### src/rtl/gceb_pkg.sv
package gceb_pkg;

  localparam int MAX_GLYPH_SIZE_DEFAULT = 32;
  localparam int COORD_BITS_DEFAULT = 12;

  localparam int BYTE_W = 8;
  localparam int COLOR_W = 24;
  localparam int ADDR_W = 24;
  localparam int DIM_W = 13;
  localparam int SIZE_FIELD_W = 6;
  localparam int CFG_INDEX_W = 3;
  localparam int OUT_DATA_W = ADDR_W + COLOR_W;
  localparam int GROUP_SHIFT = 3;

  localparam logic [2:0] GROUP_PIXELS = 3'h7;

  localparam logic [CFG_INDEX_W-1:0] REG_TEXT_COLOR = 3'd0;
  localparam logic [CFG_INDEX_W-1:0] REG_BACKGROUND_COLOR = 3'd1;
  localparam logic [CFG_INDEX_W-1:0] REG_TRANSPARENT_BACKGROUND = 3'd2;
  localparam logic [CFG_INDEX_W-1:0] REG_BUFFER_WIDTH = 3'd3;
  localparam logic [CFG_INDEX_W-1:0] REG_BUFFER_HEIGHT = 3'd4;
  localparam logic [CFG_INDEX_W-1:0] REG_SCANLINE_PIXELS = 3'd5;

  localparam logic [COLOR_W-1:0] TEXT_COLOR_RESET = 24'hcccccc;

  typedef struct packed {
    logic [COLOR_W-1:0] text_color;
    logic [COLOR_W-1:0] background_color;
    logic               transparent_background;
    logic [DIM_W-1:0]   buffer_width;
    logic [DIM_W-1:0]   buffer_height;
    logic [DIM_W-1:0]   scanline_pixels;
  } cfg_t;

  // Width of a clamped glyph size, which may equal the maximum itself.
  function automatic int size_bits(input int max_size);
    return $clog2(max_size + 1);
  endfunction

  // Width of the column group counter; it also holds the group count.
  function automatic int group_bits(input int max_size);
    return $clog2(max_size) - 2;
  endfunction

  // Width of the first pixel offset of a column group.
  function automatic int rel_bits(input int max_size);
    return group_bits(max_size) + GROUP_SHIFT;
  endfunction

  // Width of the x position of a group's first pixel, with headroom for the byte.
  function automatic int x_bits(input int coord_bits, input int max_size);
    return ((coord_bits > rel_bits(max_size)) ? coord_bits : rel_bits(max_size)) + 2;
  endfunction

endpackage

### src/rtl/gceb_cfg_regs.sv
module gceb_cfg_regs (
  input  logic                                clk,
  input  logic                                rst,
  input  logic                                cfg_valid,
  output logic                                cfg_ready,
  input  logic [gceb_pkg::CFG_INDEX_W-1:0]    cfg_index,
  input  logic [gceb_pkg::COLOR_W-1:0]        cfg_data,
  output gceb_pkg::cfg_t                      cfg
);

  gceb_pkg::cfg_t regs;

  assign cfg_ready = 1'b1;
  assign cfg = regs;

  always_ff @(posedge clk) begin
    if (rst) begin
      regs.text_color <= gceb_pkg::TEXT_COLOR_RESET;
      regs.background_color <= '0;
      regs.transparent_background <= 1'b0;
      regs.buffer_width <= '0;
      regs.buffer_height <= '0;
      regs.scanline_pixels <= '0;
    end else if (cfg_valid && cfg_ready) begin
      case (cfg_index)
        gceb_pkg::REG_TEXT_COLOR: begin
          regs.text_color <= cfg_data;
        end
        gceb_pkg::REG_BACKGROUND_COLOR: begin
          regs.background_color <= cfg_data;
        end
        gceb_pkg::REG_TRANSPARENT_BACKGROUND: begin
          regs.transparent_background <= cfg_data[0];
        end
        gceb_pkg::REG_BUFFER_WIDTH: begin
          regs.buffer_width <= cfg_data[gceb_pkg::DIM_W-1:0];
        end
        gceb_pkg::REG_BUFFER_HEIGHT: begin
          regs.buffer_height <= cfg_data[gceb_pkg::DIM_W-1:0];
        end
        gceb_pkg::REG_SCANLINE_PIXELS: begin
          regs.scanline_pixels <= cfg_data[gceb_pkg::DIM_W-1:0];
        end
        default: begin
        end
      endcase
    end
  end

endmodule

### src/rtl/gceb_glyph_walk.sv
module gceb_glyph_walk #(
  parameter int MAX_GLYPH_SIZE = gceb_pkg::MAX_GLYPH_SIZE_DEFAULT,
  parameter int COORD_BITS = gceb_pkg::COORD_BITS_DEFAULT
) (
  input  logic                                        clk,
  input  logic                                        rst,
  input  logic                                        in_valid,
  output logic                                        in_ready,
  input  logic [gceb_pkg::BYTE_W-1:0]                 glyph_byte,
  input  logic [COORD_BITS-1:0]                       origin_x,
  input  logic [COORD_BITS-1:0]                       origin_y,
  input  logic [gceb_pkg::SIZE_FIELD_W-1:0]           glyph_width,
  input  logic [gceb_pkg::SIZE_FIELD_W-1:0]           glyph_height,
  input  logic                                        first_byte,
  output logic                                        s1_valid,
  input  logic                                        s1_ready,
  output logic [gceb_pkg::BYTE_W-1:0]                 s1_bits,
  output logic [COORD_BITS-1:0]                       s1_ox,
  output logic [COORD_BITS:0]                         s1_dy,
  output logic [gceb_pkg::size_bits(MAX_GLYPH_SIZE)-1:0] s1_width,
  output logic [gceb_pkg::rel_bits(MAX_GLYPH_SIZE)-1:0]  s1_rel0
);

  localparam int SIZE_W = gceb_pkg::size_bits(MAX_GLYPH_SIZE);
  localparam int GRP_W = gceb_pkg::group_bits(MAX_GLYPH_SIZE);
  localparam int ROW_W = $clog2(MAX_GLYPH_SIZE);
  localparam int DY_W = COORD_BITS + 1;

  logic [GRP_W-1:0]  column_group;
  logic [ROW_W-1:0]  row_index;
  logic [GRP_W-1:0]  column_group_next;
  logic [ROW_W-1:0]  row_index_next;

  logic              accept;
  logic [7:0]        width_ext;
  logic [7:0]        height_ext;
  logic [SIZE_W-1:0] width_c;
  logic [SIZE_W-1:0] height_c;
  logic [GRP_W-1:0]  group_cur;
  logic [ROW_W-1:0]  row_cur;
  logic [SIZE_W:0]   group_sum;
  logic [SIZE_W:0]   groups;
  logic [SIZE_W-1:0] rows;
  logic [SIZE_W-1:0] row_inc;
  logic [SIZE_W:0]   group_inc;

  assign in_ready = !s1_valid || s1_ready;
  assign accept = in_valid && in_ready;

  always_comb begin
    width_ext = {2'b00, glyph_width};
    height_ext = {2'b00, glyph_height};
    width_c = (width_ext > 8'(MAX_GLYPH_SIZE)) ? SIZE_W'(MAX_GLYPH_SIZE)
                                                : width_ext[SIZE_W-1:0];
    height_c = (height_ext > 8'(MAX_GLYPH_SIZE)) ? SIZE_W'(MAX_GLYPH_SIZE)
                                                  : height_ext[SIZE_W-1:0];
    group_cur = first_byte ? '0 : column_group;
    row_cur = first_byte ? '0 : row_index;

    group_sum = {1'b0, width_c} + (SIZE_W+1)'(gceb_pkg::GROUP_PIXELS);
    groups = group_sum >> gceb_pkg::GROUP_SHIFT;
    if (groups == '0) begin
      groups = (SIZE_W+1)'(1);
    end
    rows = (height_c == '0) ? SIZE_W'(1) : height_c;

    row_inc = SIZE_W'(row_cur) + SIZE_W'(1);
    group_inc = (SIZE_W+1)'(group_cur) + (SIZE_W+1)'(1);
    if (row_inc >= rows) begin
      row_index_next = '0;
      column_group_next = (group_inc >= groups) ? '0 : GRP_W'(group_inc);
    end else begin
      row_index_next = ROW_W'(row_inc);
      column_group_next = group_cur;
    end
  end

  always_ff @(posedge clk) begin
    if (rst) begin
      column_group <= '0;
      row_index <= '0;
      s1_valid <= 1'b0;
    end else begin
      if (accept) begin
        column_group <= column_group_next;
        row_index <= row_index_next;
      end
      if (accept) begin
        s1_valid <= 1'b1;
      end else if (s1_ready) begin
        s1_valid <= 1'b0;
      end
    end
  end

  always_ff @(posedge clk) begin
    if (accept) begin
      s1_bits <= glyph_byte;
      s1_ox <= origin_x;
      s1_dy <= DY_W'(origin_y) + DY_W'(row_cur);
      s1_width <= width_c;
      s1_rel0 <= {group_cur, 3'b000};
    end
  end

endmodule

### src/rtl/gceb_clip_stage.sv
module gceb_clip_stage #(
  parameter int MAX_GLYPH_SIZE = gceb_pkg::MAX_GLYPH_SIZE_DEFAULT,
  parameter int COORD_BITS = gceb_pkg::COORD_BITS_DEFAULT
) (
  input  logic                                           clk,
  input  logic                                           rst,
  input  gceb_pkg::cfg_t                                 cfg,
  input  logic                                           s1_valid,
  output logic                                           s1_ready,
  input  logic [gceb_pkg::BYTE_W-1:0]                    s1_bits,
  input  logic [COORD_BITS-1:0]                          s1_ox,
  input  logic [COORD_BITS:0]                            s1_dy,
  input  logic [gceb_pkg::size_bits(MAX_GLYPH_SIZE)-1:0] s1_width,
  input  logic [gceb_pkg::rel_bits(MAX_GLYPH_SIZE)-1:0]  s1_rel0,
  output logic                                           s2_valid,
  input  logic                                           s2_ready,
  output logic [gceb_pkg::BYTE_W-1:0]                    s2_mask,
  output logic [gceb_pkg::BYTE_W-1:0]                    s2_set,
  output logic [gceb_pkg::x_bits(COORD_BITS, MAX_GLYPH_SIZE)-1:0] s2_x0,
  output logic [gceb_pkg::ADDR_W-1:0]                    s2_row_base
);

  localparam int X_W = gceb_pkg::x_bits(COORD_BITS, MAX_GLYPH_SIZE);
  localparam int CMP_W = (X_W > gceb_pkg::DIM_W) ? X_W : gceb_pkg::DIM_W;
  localparam int DY_W = COORD_BITS + 1;
  localparam int DYC_W = (DY_W > gceb_pkg::DIM_W) ? DY_W : gceb_pkg::DIM_W;
  localparam int PROD_W = DY_W + gceb_pkg::DIM_W;

  logic                        load;
  logic                        row_ok;
  logic [CMP_W-1:0]            rel_k;
  logic [CMP_W-1:0]            dx_k;
  logic [gceb_pkg::BYTE_W-1:0] mask;
  logic [gceb_pkg::BYTE_W-1:0] set;
  logic [PROD_W-1:0]           product;

  assign s1_ready = !s2_valid || s2_ready;
  assign load = s1_valid && s1_ready;

  always_comb begin
    row_ok = DYC_W'(s1_dy) < DYC_W'(cfg.buffer_height);
    mask = '0;
    set = '0;
    rel_k = '0;
    dx_k = '0;
    for (int k = 0; k < gceb_pkg::BYTE_W; k++) begin
      rel_k = CMP_W'(s1_rel0) + CMP_W'(k);
      dx_k = CMP_W'(s1_ox) + rel_k;
      set[k] = s1_bits[gceb_pkg::BYTE_W-1-k];
      mask[k] = (rel_k < CMP_W'(s1_width)) && (dx_k < CMP_W'(cfg.buffer_width)) && row_ok
                && (set[k] || !cfg.transparent_background);
    end
    product = PROD_W'(s1_dy) * PROD_W'(cfg.scanline_pixels);
  end

  always_ff @(posedge clk) begin
    if (rst) begin
      s2_valid <= 1'b0;
    end else if (load) begin
      s2_valid <= 1'b1;
    end else if (s2_ready) begin
      s2_valid <= 1'b0;
    end
  end

  always_ff @(posedge clk) begin
    if (load) begin
      s2_mask <= mask;
      s2_set <= set;
      s2_x0 <= X_W'(s1_ox) + X_W'(s1_rel0);
      s2_row_base <= gceb_pkg::ADDR_W'(product);
    end
  end

endmodule

### src/rtl/gceb_pixel_emit.sv
module gceb_pixel_emit #(
  parameter int MAX_GLYPH_SIZE = gceb_pkg::MAX_GLYPH_SIZE_DEFAULT,
  parameter int COORD_BITS = gceb_pkg::COORD_BITS_DEFAULT
) (
  input  logic                                                    clk,
  input  logic                                                    rst,
  input  gceb_pkg::cfg_t                                          cfg,
  input  logic                                                    s2_valid,
  output logic                                                    s2_ready,
  input  logic [gceb_pkg::BYTE_W-1:0]                             s2_mask,
  input  logic [gceb_pkg::BYTE_W-1:0]                             s2_set,
  input  logic [gceb_pkg::x_bits(COORD_BITS, MAX_GLYPH_SIZE)-1:0] s2_x0,
  input  logic [gceb_pkg::ADDR_W-1:0]                             s2_row_base,
  output logic                                                    m_axis_tvalid,
  input  logic                                                    m_axis_tready,
  output logic [gceb_pkg::OUT_DATA_W-1:0]                         m_axis_tdata,
  output logic                                                    m_axis_tlast
);

  localparam int IDX_W = $clog2(gceb_pkg::BYTE_W);

  logic [gceb_pkg::BYTE_W-1:0]  pend;
  logic [gceb_pkg::BYTE_W-1:0]  pend_set;
  logic [gceb_pkg::ADDR_W-1:0]  base;
  logic [gceb_pkg::ADDR_W-1:0]  out_addr;
  logic [gceb_pkg::COLOR_W-1:0] out_color;
  logic                         out_last;

  logic                         out_open;
  logic                         active;
  logic                         step;
  logic                         take;
  logic [gceb_pkg::BYTE_W-1:0]  pick;
  logic [gceb_pkg::BYTE_W-1:0]  pend_next;
  logic [IDX_W-1:0]             pick_idx;

  always_comb begin
    pick = pend & (~pend + gceb_pkg::BYTE_W'(1));
    pend_next = pend & ~pick;
    pick_idx = '0;
    for (int k = 0; k < gceb_pkg::BYTE_W; k++) begin
      if (pick[k]) begin
        pick_idx = IDX_W'(k);
      end
    end
  end

  assign out_open = !m_axis_tvalid || m_axis_tready;
  assign active = |pend;
  assign step = active && out_open;
  assign s2_ready = !active || (step && (pend_next == '0));
  assign take = s2_valid && s2_ready;

  always_ff @(posedge clk) begin
    if (rst) begin
      pend <= '0;
      m_axis_tvalid <= 1'b0;
    end else begin
      if (take) begin
        pend <= s2_mask;
      end else if (step) begin
        pend <= pend_next;
      end
      if (out_open) begin
        m_axis_tvalid <= step;
      end
    end
  end

  always_ff @(posedge clk) begin
    if (take) begin
      pend_set <= s2_set;
      base <= s2_row_base + gceb_pkg::ADDR_W'(s2_x0);
    end
    if (step) begin
      out_addr <= base + gceb_pkg::ADDR_W'(pick_idx);
      out_color <= pend_set[pick_idx] ? cfg.text_color : cfg.background_color;
      out_last <= (pend_next == '0);
    end
  end

  assign m_axis_tdata = {out_color, out_addr};
  assign m_axis_tlast = out_last;

endmodule

### src/rtl/glyph_color_expand_blitter_core.sv
// Channel   Direction  Word                                                  Handshake
// s_axis    in         tdata: glyph byte, x, y, width, height; tuser: first  tvalid/tready
// m_axis    out        tdata: pixel address, pixel color; tlast: last write  tvalid/tready
// cfg       in         cfg_index: register, cfg_data: value                  cfg_valid/cfg_ready
//
// A glyph byte passes a counter stage and a clip and multiply stage, then the
// emitter sends its visible pixels, up to eight, one pixel write per cycle while
// m_axis accepts them; a byte with no visible pixels sends no write.
// The emitter and its output register set the rate; input words are taken while
// earlier writes are still pending. Reset clears the counters, the config registers and
// all valid flags. Backpressure on m_axis stalls the stages one after another.
module glyph_color_expand_blitter_core #(
  parameter int MAX_GLYPH_SIZE = gceb_pkg::MAX_GLYPH_SIZE_DEFAULT,
  parameter int COORD_BITS = gceb_pkg::COORD_BITS_DEFAULT
) (
  input  logic                                   clk,
  input  logic                                   rst,
  input  logic                                   s_axis_tvalid,
  output logic                                   s_axis_tready,
  // glyph_byte, origin_x, origin_y, glyph_width, glyph_height, zero fill
  input  logic [((2*COORD_BITS+20+7)/8)*8-1:0]   s_axis_tdata,
  // first_byte
  input  logic [0:0]                             s_axis_tuser,
  output logic                                   m_axis_tvalid,
  input  logic                                   m_axis_tready,
  // pixel_address, pixel_color
  output logic [gceb_pkg::OUT_DATA_W-1:0]        m_axis_tdata,
  output logic                                   m_axis_tlast,
  input  logic                                   cfg_valid,
  output logic                                   cfg_ready,
  input  logic [gceb_pkg::CFG_INDEX_W-1:0]       cfg_index,
  input  logic [gceb_pkg::COLOR_W-1:0]           cfg_data
);

  localparam int SIZE_W = gceb_pkg::size_bits(MAX_GLYPH_SIZE);
  localparam int REL_W = gceb_pkg::rel_bits(MAX_GLYPH_SIZE);
  localparam int X_W = gceb_pkg::x_bits(COORD_BITS, MAX_GLYPH_SIZE);
  localparam int OX_LSB = gceb_pkg::BYTE_W;
  localparam int OY_LSB = OX_LSB + COORD_BITS;
  localparam int GW_LSB = OY_LSB + COORD_BITS;
  localparam int GH_LSB = GW_LSB + gceb_pkg::SIZE_FIELD_W;

  gceb_pkg::cfg_t              cfg;

  logic                        s1_valid;
  logic                        s1_ready;
  logic [gceb_pkg::BYTE_W-1:0] s1_bits;
  logic [COORD_BITS-1:0]       s1_ox;
  logic [COORD_BITS:0]         s1_dy;
  logic [SIZE_W-1:0]           s1_width;
  logic [REL_W-1:0]            s1_rel0;

  logic                        s2_valid;
  logic                        s2_ready;
  logic [gceb_pkg::BYTE_W-1:0] s2_mask;
  logic [gceb_pkg::BYTE_W-1:0] s2_set;
  logic [X_W-1:0]              s2_x0;
  logic [gceb_pkg::ADDR_W-1:0] s2_row_base;

  gceb_cfg_regs u_cfg (
    .clk       (clk),
    .rst       (rst),
    .cfg_valid (cfg_valid),
    .cfg_ready (cfg_ready),
    .cfg_index (cfg_index),
    .cfg_data  (cfg_data),
    .cfg       (cfg)
  );

  gceb_glyph_walk #(
    .MAX_GLYPH_SIZE (MAX_GLYPH_SIZE),
    .COORD_BITS     (COORD_BITS)
  ) u_walk (
    .clk          (clk),
    .rst          (rst),
    .in_valid     (s_axis_tvalid),
    .in_ready     (s_axis_tready),
    .glyph_byte   (s_axis_tdata[gceb_pkg::BYTE_W-1:0]),
    .origin_x     (s_axis_tdata[OX_LSB +: COORD_BITS]),
    .origin_y     (s_axis_tdata[OY_LSB +: COORD_BITS]),
    .glyph_width  (s_axis_tdata[GW_LSB +: gceb_pkg::SIZE_FIELD_W]),
    .glyph_height (s_axis_tdata[GH_LSB +: gceb_pkg::SIZE_FIELD_W]),
    .first_byte   (s_axis_tuser[0]),
    .s1_valid     (s1_valid),
    .s1_ready     (s1_ready),
    .s1_bits      (s1_bits),
    .s1_ox        (s1_ox),
    .s1_dy        (s1_dy),
    .s1_width     (s1_width),
    .s1_rel0      (s1_rel0)
  );

  gceb_clip_stage #(
    .MAX_GLYPH_SIZE (MAX_GLYPH_SIZE),
    .COORD_BITS     (COORD_BITS)
  ) u_clip (
    .clk         (clk),
    .rst         (rst),
    .cfg         (cfg),
    .s1_valid    (s1_valid),
    .s1_ready    (s1_ready),
    .s1_bits     (s1_bits),
    .s1_ox       (s1_ox),
    .s1_dy       (s1_dy),
    .s1_width    (s1_width),
    .s1_rel0     (s1_rel0),
    .s2_valid    (s2_valid),
    .s2_ready    (s2_ready),
    .s2_mask     (s2_mask),
    .s2_set      (s2_set),
    .s2_x0       (s2_x0),
    .s2_row_base (s2_row_base)
  );

  gceb_pixel_emit #(
    .MAX_GLYPH_SIZE (MAX_GLYPH_SIZE),
    .COORD_BITS     (COORD_BITS)
  ) u_emit (
    .clk           (clk),
    .rst           (rst),
    .cfg           (cfg),
    .s2_valid      (s2_valid),
    .s2_ready      (s2_ready),
    .s2_mask       (s2_mask),
    .s2_set        (s2_set),
    .s2_x0         (s2_x0),
    .s2_row_base   (s2_row_base),
    .m_axis_tvalid (m_axis_tvalid),
    .m_axis_tready (m_axis_tready),
    .m_axis_tdata  (m_axis_tdata),
    .m_axis_tlast  (m_axis_tlast)
  );

  a_ready_only_on_backpressure: assert property (
    @(posedge clk) disable iff (rst) !s_axis_tready |-> s1_valid
  ) else $error("input refused while the first stage is empty");

  a_stalled_stage_keeps_word: assert property (
    @(posedge clk) disable iff (rst) s1_valid && !s1_ready |=> s1_valid
  ) else $error("first stage dropped a stalled word");

  a_stage_handoff: assert property (
    @(posedge clk) disable iff (rst) s1_valid && s1_ready |=> s2_valid
  ) else $error("word lost between the first and second stage");

endmodule

### config.mk
export PLATFORM = sky130hd
export DESIGN_NAME = glyph_color_expand_blitter_core
export DESIGN_NICKNAME = d
export VERILOG_FILES = /design/src/rtl/gceb_pkg.sv /design/src/rtl/gceb_cfg_regs.sv /design/src/rtl/gceb_glyph_walk.sv /design/src/rtl/gceb_clip_stage.sv /design/src/rtl/gceb_pixel_emit.sv /design/src/rtl/glyph_color_expand_blitter_core.sv
export SDC_FILE = /design/constraint.sdc
export NUM_CORES = 1
export LEC_CHECK = 0
export BUFFER_PORTS_ARGS = -buffer_cell sky130_fd_sc_hd__buf_2
export CORE_MARGIN = 2
export CORE_UTILIZATION = 52
export CTS_CLUSTER_SIZE = 14
export DETAILED_ROUTE_END_ITERATION = 10
export GPL_ROUTABILITY_DRIVEN = 0
export PLACE_DENSITY = 0.71
export SYNTH_ARGS = -nofsm -noshare
export SYNTH_HDL_FRONTEND = slang
export SYNTH_SLANG_ARGS = --single-unit
### constraint.sdc
create_clock -name clk -period 12.57 [get_ports clk]
set_input_delay 1.257 -clock clk [delete_from_list [all_inputs] [get_ports clk]]
set_output_delay 1.257 -clock clk [all_outputs]
set_load 0.03 [all_outputs]
# Word level (Yosys, flattened, before mapping)

Cells that the tools add are included.
W data, S select, Z words.

$lt $le $gt $ge: 22
Multiplexer cells: 25
Eq/ne operators: 5
Bitwise logic cells: 4
Add/subtract/negate cells: 22
Reduce and logical (&&, ||, !) cells: 60
Multipliers: 1

Operators with widths:

| kind                  | count |
|---|---|
| $lt A14 B13 Y1        | 8 |
| $add A12 B14 Y14      | 7 |
| $lt A14 B6 Y1         | 7 |
| $add A6 B3 Y7 const B | 5 |
| $logic_and A1 B1 Y1   | 29 |
| $add A24 B14 Y24      | 1 |
| $add A24 B3 Y24       | 1 |
| $mul A13 B13 Y24      | 1 |
| $mux W24              | 1 |
| $mux W3               | 7 |
| $mux W6               | 3 |
| $and A8 B8 Y8         | 2 |
| $mux W8               | 2 |
| $not A8 Y8            | 2 |
| $add A6 B2 Y7 const B | 2 |
| $add A12 B5 Y13       | 1 |
| $add A12 B6 Y13       | 1 |
| $lt A13 B13 Y1        | 1 |
| $gt A6 B6 Y1 const B  | 2 |
| $logic_or A1 B1 Y1    | 12 |
| $reduce_and A2 Y1     | 6 |
| $mux W5               | 2 |
| $add A8 B1 Y8 const B | 1 |
| $logic_not A8 Y1      | 1 |
| other kinds (20)      | 34 |

Word-level logic and storage cells: 165
Output and inout port bits: 52
Register bits: 284
Bits of input ports: 81

# Depth between registers and ports, before layout

Gate-level depths: netlist of the first run.

Depth after elaboration: 13
Gate-level depth with buffers: 20
Depth with buffers taken out: 19

# By module

From an unflattened synthesis of the first run, not the netlist that was laid out.

Cell total of the unflattened synthesis: 2504
Area total of the unflattened synthesis: 24618.6 um^2

Modules (own cells, without submodules):

| module          | times used | cells an instance | area an instance (um^2) | sequential area each (um^2) |
|---|---|---|---|---|
| gceb_clip_stage | 1          | 1491              | 13192.7                 | 1611.5 |
| gceb_pixel_emit | 1          | 476               | 5366.4                  | 2612.5 |
| gceb_cfg_regs   | 1          | 335               | 3604.7                  | 1761.7 |
| gceb_glyph_walk | 1          | 202               | 2454.9                  | 1441.4 |

# Worst setup path after synthesis of the first run

OpenSTA, ideal clock, no wires.

Path kind: flip-flop to flip-flop
Start: reg u_walk.s1_dy[6]
End: reg u_clip.s2_row_base[21] in the netlist's numbering, data pin
Clock period less this slack: 5408 ps
Arrival time: 5150 ps
Slack: 7162 ps
Required time: 12312 ps
Path buffers: 1
Setup time: 258 ps
Cell stages (with the launch flop): 20
Path through: edfxtp_1 > clkbuf_1 > and2_1 > fa_1 > inv_1 > fa_1 > inv_1 > fa_1 > inv_1 > fa_1 > fa_1 > inv_1 > ha_1 > or3_1 > and4_1 > a221o_1 > a21oi_1 > o21ai_1 > a21oi_1 > xnor2_1

Word-level cells in the longest chain between the ends: 1

Ends and longest elaborated chain:

| element                      | RTL line               | RTL |
|---|---|---|
| start, declared              | gceb_glyph_walk.sv:19  | `output logic [COORD_BITS:0] s1_dy,` |
| start signal, assigned       | gceb_glyph_walk.sv:100 | `s1_dy <= DY_W'(origin_y) + DY_W'(row_cur);` |
| $mul A13 B13 Y24             | gceb_clip_stage.sv:53  | `product = PROD_W'(s1_dy) * PROD_W'(cfg.scanline_pixels);` |
| named net u_clip.product[21] | gceb_clip_stage.sv:35  | `logic [PROD_W-1:0] product;` |
| end signal, assigned         | gceb_clip_stage.sv:71  | `s2_row_base <= gceb_pkg::ADDR_W'(product);` |
| end, declared                | gceb_clip_stage.sv:20  | `output logic [gceb_pkg::ADDR_W-1:0] s2_row_base` |

The timed path passes the listed nets, and every way through them passes these cells.
A chain may end at the register's enable or synchronous reset.

# Worst setup path after layout of the first run

Start: reg u_walk.s1_dy[5]
End: reg u_clip.s2_row_base[21] in the netlist's numbering, data pin

The elaborated chain is that of the path after synthesis.

==> results of run 1 <==
## final cells by class
class | count | area share
clock buffers | 42 | 0.03578
multi-input cells | 1573 | 0.5417
clock inverters | 13 | 0.006388
well taps | 525 | 0.02842
inverters | 227 | 0.03686
repair buffers | 133 | 0.02956
flip-flops and latches | 283 | 0.3213
## power by group
group          total, mW  switching [mW]  leakage [nW]  internal (mW)
clock network      0.863           0.360         0.474          0.503
registers           1.10          0.0494          2.55           1.05
logic              0.472           0.283          6.99          0.189
total               2.43           0.693          10.0           1.74
## synth_stat cells (all sizes together) (5+ instances only)
| master | count |
|---|---|
| inv | 226 |
| nand3b | 12 |
| o21ai | 55 |
| and3 | 21 |
| xnor2 | 94 |
| nand2 | 330 |
| dfxtp | 107 |
| a22oi | 5 |
| o21a | 13 |
| o211ai | 5 |
| nand4 | 15 |
| a221oi | 9 |
| buf | 13 |
| and4 | 6 |
| a211oi | 9 |
| a21oi | 172 |
| nor3 | 19 |
| o21bai | 10 |
| fa | 125 |
| nor2b | 36 |
| edfxtp | 176 |
| mux2 | 25 |
| ha | 215 |
| nand2b | 15 |
| a21o | 35 |
| o2111ai | 5 |
| or2 | 6 |
| clkbuf | 70 |
| a21boi | 13 |
| nor2 | 74 |
| nand3 | 40 |
| a2111oi | 5 |
| xor2 | 54 |
| and2 | 95 |
## sequential cells by signal (all words and copies together) (netlist names), 3 cells and up
signal / flops
u_clip.s2_row_base: 24
u_walk.column_group: 3
u_cfg.cfg: 88
u_clip.s2_set: 8
u_walk.s1_dy: 13
u_walk.row_index: 5
u_walk.s1_ox: 12
u_walk.s1_bits: 8
u_walk.s1_width: 6
u_emit.base: 24
u_emit.out_addr: 24
u_clip.s2_x0: 13
u_clip.s2_mask: 8
u_walk.s1_rel0: 3
u_emit.pend_set: 8
u_emit.out_color: 24
u_emit.pend: 8
## cell usage in the layout (no fill, tap or decap), types with 5 or more instances in the layout
cell type / count
o211ai_1: 5
and4_1: 6
a21oi_1: 170
o21ai_0: 53
dfxtp_1: 107
or2_2: 6
a211oi_1: 8
xnor2_1: 94
buf_4: 7
a221oi_1: 9
mux2_2: 5
ha_1: 215
buf_2: 126
a22oi_1: 5
nand3_1: 40
nor2b_1: 35
o21bai_1: 10
edfxtp_1: 176
clkbuf_16: 31
clkbuf_1: 10
and2_1: 95
a21o_1: 35
nand4_1: 15
fa_1: 125
mux2_4: 20
nor3_1: 18
nand3b_1: 12
xor2_1: 54
and3_1: 21
nand2b_1: 15
a21boi_0: 12
nand2_1: 329
o21a_1: 13
nor2_1: 74
inv_1: 226
## worst min path at each step
stage	end	cells after the start
2_1_floorplan	u_emit.pend_set[0]	0
3_3_place_gp	u_emit.pend_set[2]	0
3_5_place_dp	u_emit.pend_set[5]	0
4_1_cts	u_emit.pend_set[0]	0
5_1_grt	u_emit.pend_set[0]	0
6_report	u_emit.pend_set[5]	0
## layer usage
layer / share of wire / GRT usage / routed length, um / up-vias
li1: - / - / - / 7475
met3: 0.072 / 0.03548 / 3482 / 60
met2: 0.46 / 0.3877 / 22120 / 505
met5: 0 / 0 / 0 / -
met1: 0.46 / 0.3315 / 22070 / 7471
met4: 0.016 / 0.04779 / 776 / 0
## kinds of logic after synthesis
| logic type | Yosys count |
|---|---|
| XOR/XNOR | 148 |
| multiplexers | 28 |
| adder cells (fa/ha/maj) | 341 |
| AND/OR/NAND/NOR | 683 |
| other | 1 |
| flip-flops | 283 |
| AO/OA/AOI/OAI | 371 |
| buffers and inverters | 310 |
==> impl_metrics.ini, run 1 <==
[grt]
grt_remaining_overflow = 0
antenna_found_initial = 0
grt_use_total = 0.2356
grt_max_degree = 87
grt_pass1_wl_um = 79360
grt_pass1_vias = 15629

[sta]
slew_viol_final = 0
worst_slew_pin_slew_ns = 1.115
min_period_ns = 5.812
fin_setup_tns_ns = 0
rsz0062_at_grt = false
skew_ns = 0.01172
min_period_over_period = 0.4623
slew_headroom = 0.2551
setup_violations = 0
hold_viol_final = 0
fin_ws_ns = 6.758
hold_ws_ns = 0.4175
fmax_mhz = 172.1

[synthesis]
syn_area_mm2 = 0.02109
yosys-top-cells-area = edfxtp_1 (25%), ha_1 (13%), fa_1 (12%)
synth_top_area_share = 0.2506
synth_cells = 2165
yosysTopAreaCell = edfxtp_1
synthAdderAreaFrac = 0.2467
synth-simple-area-share = 0.1539
yosysSeqAreaShare = 0.3521
yosysUniqueCellTypes = 76
synth_compound_area_frac = 0.1111
syn_area_per_cell_um2 = 9.742
ys_ff_latch = 283
synth_ff_type = edfxtp_1
ys_warn_count = 0
synthMuxAreaShare = 0.01833
ys_async_sr_fraction = 0
synth_top_family_by_area = adder cells
synth_edf_count = 176
synth-xor-area-share = 0.06146

[run_status]
status = completed

[setup_path]
crit_buf_inv = 4
max_stage_delay_ns = 0.66
critical_path.top_delay_family = adder cells
rrSetupSlack_ns = 6.76
path_class = reg -> reg
reg2regPathDepth = 18
reg2reg_from = u_walk.s1_dy[5]
slowest_stage = edfxtp_1
cpMostUsedCell = fa_1
worstPathMaxFanout = 14
crit_required_ns = 12.89
crit_cells = 18
startpoint_type = register
worstReg2RegEnd = u_clip.s2_row_base[21]
startpoint = u_walk.s1_dy[5]
crit_end = u_clip.s2_row_base[21]
crit_arrival_ns = 6.14
endpoint_kind = register
crit_chain = and2_1 -> fa_1 -> inv_1 -> fa_1 -> inv_1 -> fa_1 -> inv_1 -> fa_1 -> fa_1 -> inv_1 -> ha_1 -> or3_1 -> and4_1 -> a221o_1 -> a21oi_1 -> o21ai_1 -> a21oi_1 -> xnor2_1

[layout]
multi_input_area_mm2 = 0.01252
drive_gt1_frac = 0.09643
nets = 2669
antenna-diode-count = 0
fillerInstances = 3349
design_area_mm2 = 0.02311
stdcell_count = 2796
regArea_mm2 = 0.007427
area_delta_synth_final_pct = 9.586
fin_util = 0.5791

[run]
drv_cap = 0

[min_path]
hp-start = u_clip.s2_set[5]
hold_path_class = reg -> reg

[clocking]
clk_pin_slew_ns = 0.06
holdBufCountCts = 0
cts_sinks = 283
htree_num_levels = 1
numCtsBuffers = 30
cts_tree = built
clockRootBuffer = clkbuf_16
max-clock-path-buffers = 3
cts_resized = 0
insertion_delay_ns = 0.57
post-cts-setup-buffers = 0

[floorplanning]
dieHeight_um = 205.4
fp-row-count = 73
die-area_mm2 = 0.04219
coreArea_mm2 = 0.03991
die_w_um = 205.4
start_util = 0.5284
ioPinCount = 133

[pwr]
leakagePower_nw = 10.01
peakVddDrop_v = 0.0001107
power-per-cell-area_mw_per_mm2 = 105.2
report.power.total_mw = 2.432

[route]
routed_wl_um = 48450
drtIter0Drc = 1281
vias = 15511
antenna_left = 0
via_per_inst = 5.548
drt_first_pass_iters = 5
wl_per_cell_um = 17.33
drc = 0

[placement]
dp_slack_ns = 6.731
place_area_mm2 = 0.02214
dp.cells = 2741
dp_hpwl_um = 36780
numPortBuffers = 127
Note: power is estimated with default switching activity, not from simulation.
==> run 2: changes to the inputs <==
--- a/config.mk
+++ b/config.mk
@@ -5,6 +5,7 @@
 export SDC_FILE = /design/constraint.sdc
 export NUM_CORES = 1
 export LEC_CHECK = 0
+export ABC_AREA = 1
 export BUFFER_PORTS_ARGS = -buffer_cell sky130_fd_sc_hd__buf_2
 export CORE_MARGIN = 2
 export CORE_UTILIZATION = 52
==> constraint.sdc (replaced) <==
create_clock -name clk -period 5.86 [get_ports clk]
set_input_delay 0.586 -clock clk [delete_from_list [all_inputs] [get_ports clk]]
set_output_delay 0.586 -clock clk [all_outputs]
set_load 0.03 [all_outputs]
==> impl_metrics.ini, run 2 <==
[sta]
setup_violations = 0
hold_ws_ns = 0.2123
slew_viol_final = 0
worst_slew_pin_slew_ns = 1.150
fin_setup_tns_ns = 0
slew_headroom = 0.2326
rsz0062_at_grt = false
fmax_mhz = 186.2
min_period_over_period = 0.9165
min_period_ns = 5.370
hold_viol_final = 0
skew_ns = 0.02831

[setup_path]
slowest_stage = edfxtp_1
worstPathMaxFanout = 14
max_stage_delay_ns = 0.76
crit_arrival_ns = 5.65
startpoint_type = register
path_class = reg -> reg
endpoint_kind = register
cpMostUsedCell = nand2_1
crit_chain = nand2_1 -> fa_1 -> inv_1 -> fa_1 -> fa_1 -> fa_1 -> inv_1 -> fa_1 -> inv_1 -> ha_1 -> nand2_1 -> inv_1 -> nand2_1 -> nand3_1 -> a21boi_0 -> o21ai_0 -> nand2_1 -> nand2_1 -> nand2_1 -> nand2_1
crit_required_ns = 6.14

[clocking]
max-clock-path-buffers = 3
clk_pin_slew_ns = 0.07
post-cts-setup-buffers = 0
clockRootBuffer = clkbuf_16
htree_num_levels = 2
numCtsBuffers = 34
holdBufCountCts = 0
cts_sinks = 283
insertion_delay_ns = 0.55
cts_tree = built
cts_resized = 0

[floorplanning]
coreArea_mm2 = 0.04074
dieHeight_um = 207.0
start_util = 0.5258
ioPinCount = 133
die-area_mm2 = 0.04283
fp-row-count = 74
die_w_um = 207.0

[layout]
final_common_cell = inv_1
drive_gt1_frac = 0.09084
layout_common_cells = inv_1 (446), nand2_1 (444), ha_1 (215)
largest_register_ffs = 88
area_delta_synth_final_pct = 10.43
stdcell_count = 3165
nets = 3026

[synthesis]
ys_ff_latch = 283
syn_area_mm2 = 0.02142
yosysUniqueCellTypes = 51
ys_async_sr_fraction = 0
yosysTopAreaCell = edfxtp_1
synth_top_area_share = 0.2467
ys_warn_count = 0
ys_top_cells_by_count = inv_1 (448), nand2_1 (444), ha_1 (215), nor2_1 (215), edfxtp_1 (176)
yosysMostFrequentCell = inv_1
synth_cells = 2496
yosysSeqAreaShare = 0.3467
syn_area_per_cell_um2 = 8.582
synth_ff_type = edfxtp_1
synth_edf_count = 176
yosys-top-cells-area = edfxtp_1 (25%), ha_1 (13%), fa_1 (12%)

[grt]
grt_use_total = 0.2526
grt_pass1_wl_um = 84850
antenna_found_initial = 3
grt_remaining_overflow = 0
grt_pass1_vias = 16862
grt_max_degree = 58

[pwr]
p_clk_frac = 0.263
peakVddDrop_v = 0.0002732
report.power.total_mw = 7.962
leakagePower_nw = 11.69
p_int_mw = 4.767
power-per-cell-area_mw_per_mm2 = 336.6
p_seq_frac = 0.355
combPwrFrac = 0.382
switching_share = 0.4012
switchingPower_mw = 3.194

[placement]
numPortBuffers = 127
dp.cells = 3101
dp_hpwl_um = 40220

[route]
met1_length_um = 22340
wl_met2_um = 23920
drc = 0
drt_first_pass_iters = 6
drtIter0Drc = 1192
routed_wl_um = 52870
wl_per_cell_um = 16.70
via_per_inst = 5.379
dr_wl_met3_um = 4862
vias = 17024
antenna_left = 0
dr.max_layer_used = met5

[run]
drv_cap = 0

[min_path]
hold_path_class = in -> reg

[run_status]
status = completed
## run 2: cell count changes after synthesis, sizes merged, moves of 57 or more
cell | previous run | this run
o21ai | 55 | 136
and2 | 95 | 0
inv | 226 | 454
xnor2 | 94 | 37
nor2 | 74 | 223
nand2 | 330 | 460
nand3 | 40 | 114
## run 2: kinds of logic (layout without fill, tap and decap cells)
logic type               count (synthesis)  after routing  synth area share
XOR/XNOR                               147            147           0.06010
buffers and inverters                  525            659           0.09428
other                                    1              4         0.0001751
AND/OR/NAND/NOR                        876            876            0.1747
adder cells (fa/ha/maj)                340            340            0.2424
flip-flops                             283            283            0.3467
AO/OA/AOI/OAI                          324            324           0.08160
## run 2: per-stage QoR
step / area [um^2] / worst slack [ns] / util
floorplan: 21420 / 0.8666 / -
global placement: 22540 / 0.5784 / 0.5532
detailed placement: 22540 / 0.4885 / 0.5532
CTS: 23650 / 0.4739 / 0.5805
global route: 23650 / 0.1305 / 0.5806
finish: 23650 / 0.4896 / 0.5806
## run 2: critical path, delay by kind of cell (launching register included)
family          cells  cell delay, ns
compound gates      2            0.56
fa+ha+maj           6            2.83
simple gates        8            0.73
buf+inv             4            0.18
flops               1            0.76
## run 2: path summary, 6_finish.rpt
path,start,end,slack [ns],cells after the start
worst max-delay path,u_walk.s1_dy[3],u_clip.s2_row_base[19],0.49,20
worst min-delay path,s_axis_tdata[14],u_walk.s1_ox[6],0.21,1
worst max register to register,u_walk.s1_dy[3],u_clip.s2_row_base[19],0.49,20
worst min register to register,u_clip.s2_set[4],u_emit.pend_set[4],0.42,0
## run 2: layout make-up
class                      instances  area, um^2
antenna                            2       5.005
inverter                         455        1708
multi-input combinational       1689       11990
timing repair buffer             142       748.2
fill                            3573       17090
tap                              532       665.6
clock inverter                    18       140.1
clock buffer                      44       972.2
sequential                       283        7427
## run 2: layer usage
| layer | track usage | vias to the layer above |
|---|---|---|
| met3 | 0.06013 | 124 |
| met1 | 0.3237 | 8039 |
| li1 | - | 8222 |
| met2 | 0.4146 | 637 |
| met4 | 0.09676 | 2 |
| met5 | 0 | - |
## run 2: power by group through the flow
stage | Clock [mW] | Combinational, mW | Sequential (mW)
global route | 2.21 | 3.36 | 2.86
CTS | 2.13 | 3.02 | 2.83
floorplan | 0 | 1.86 | 3.19
global placement | 0 | 2.92 | 2.86
detailed placement | 0 | 2.99 | 2.87
finish | 2.10 | 3.04 | 2.83
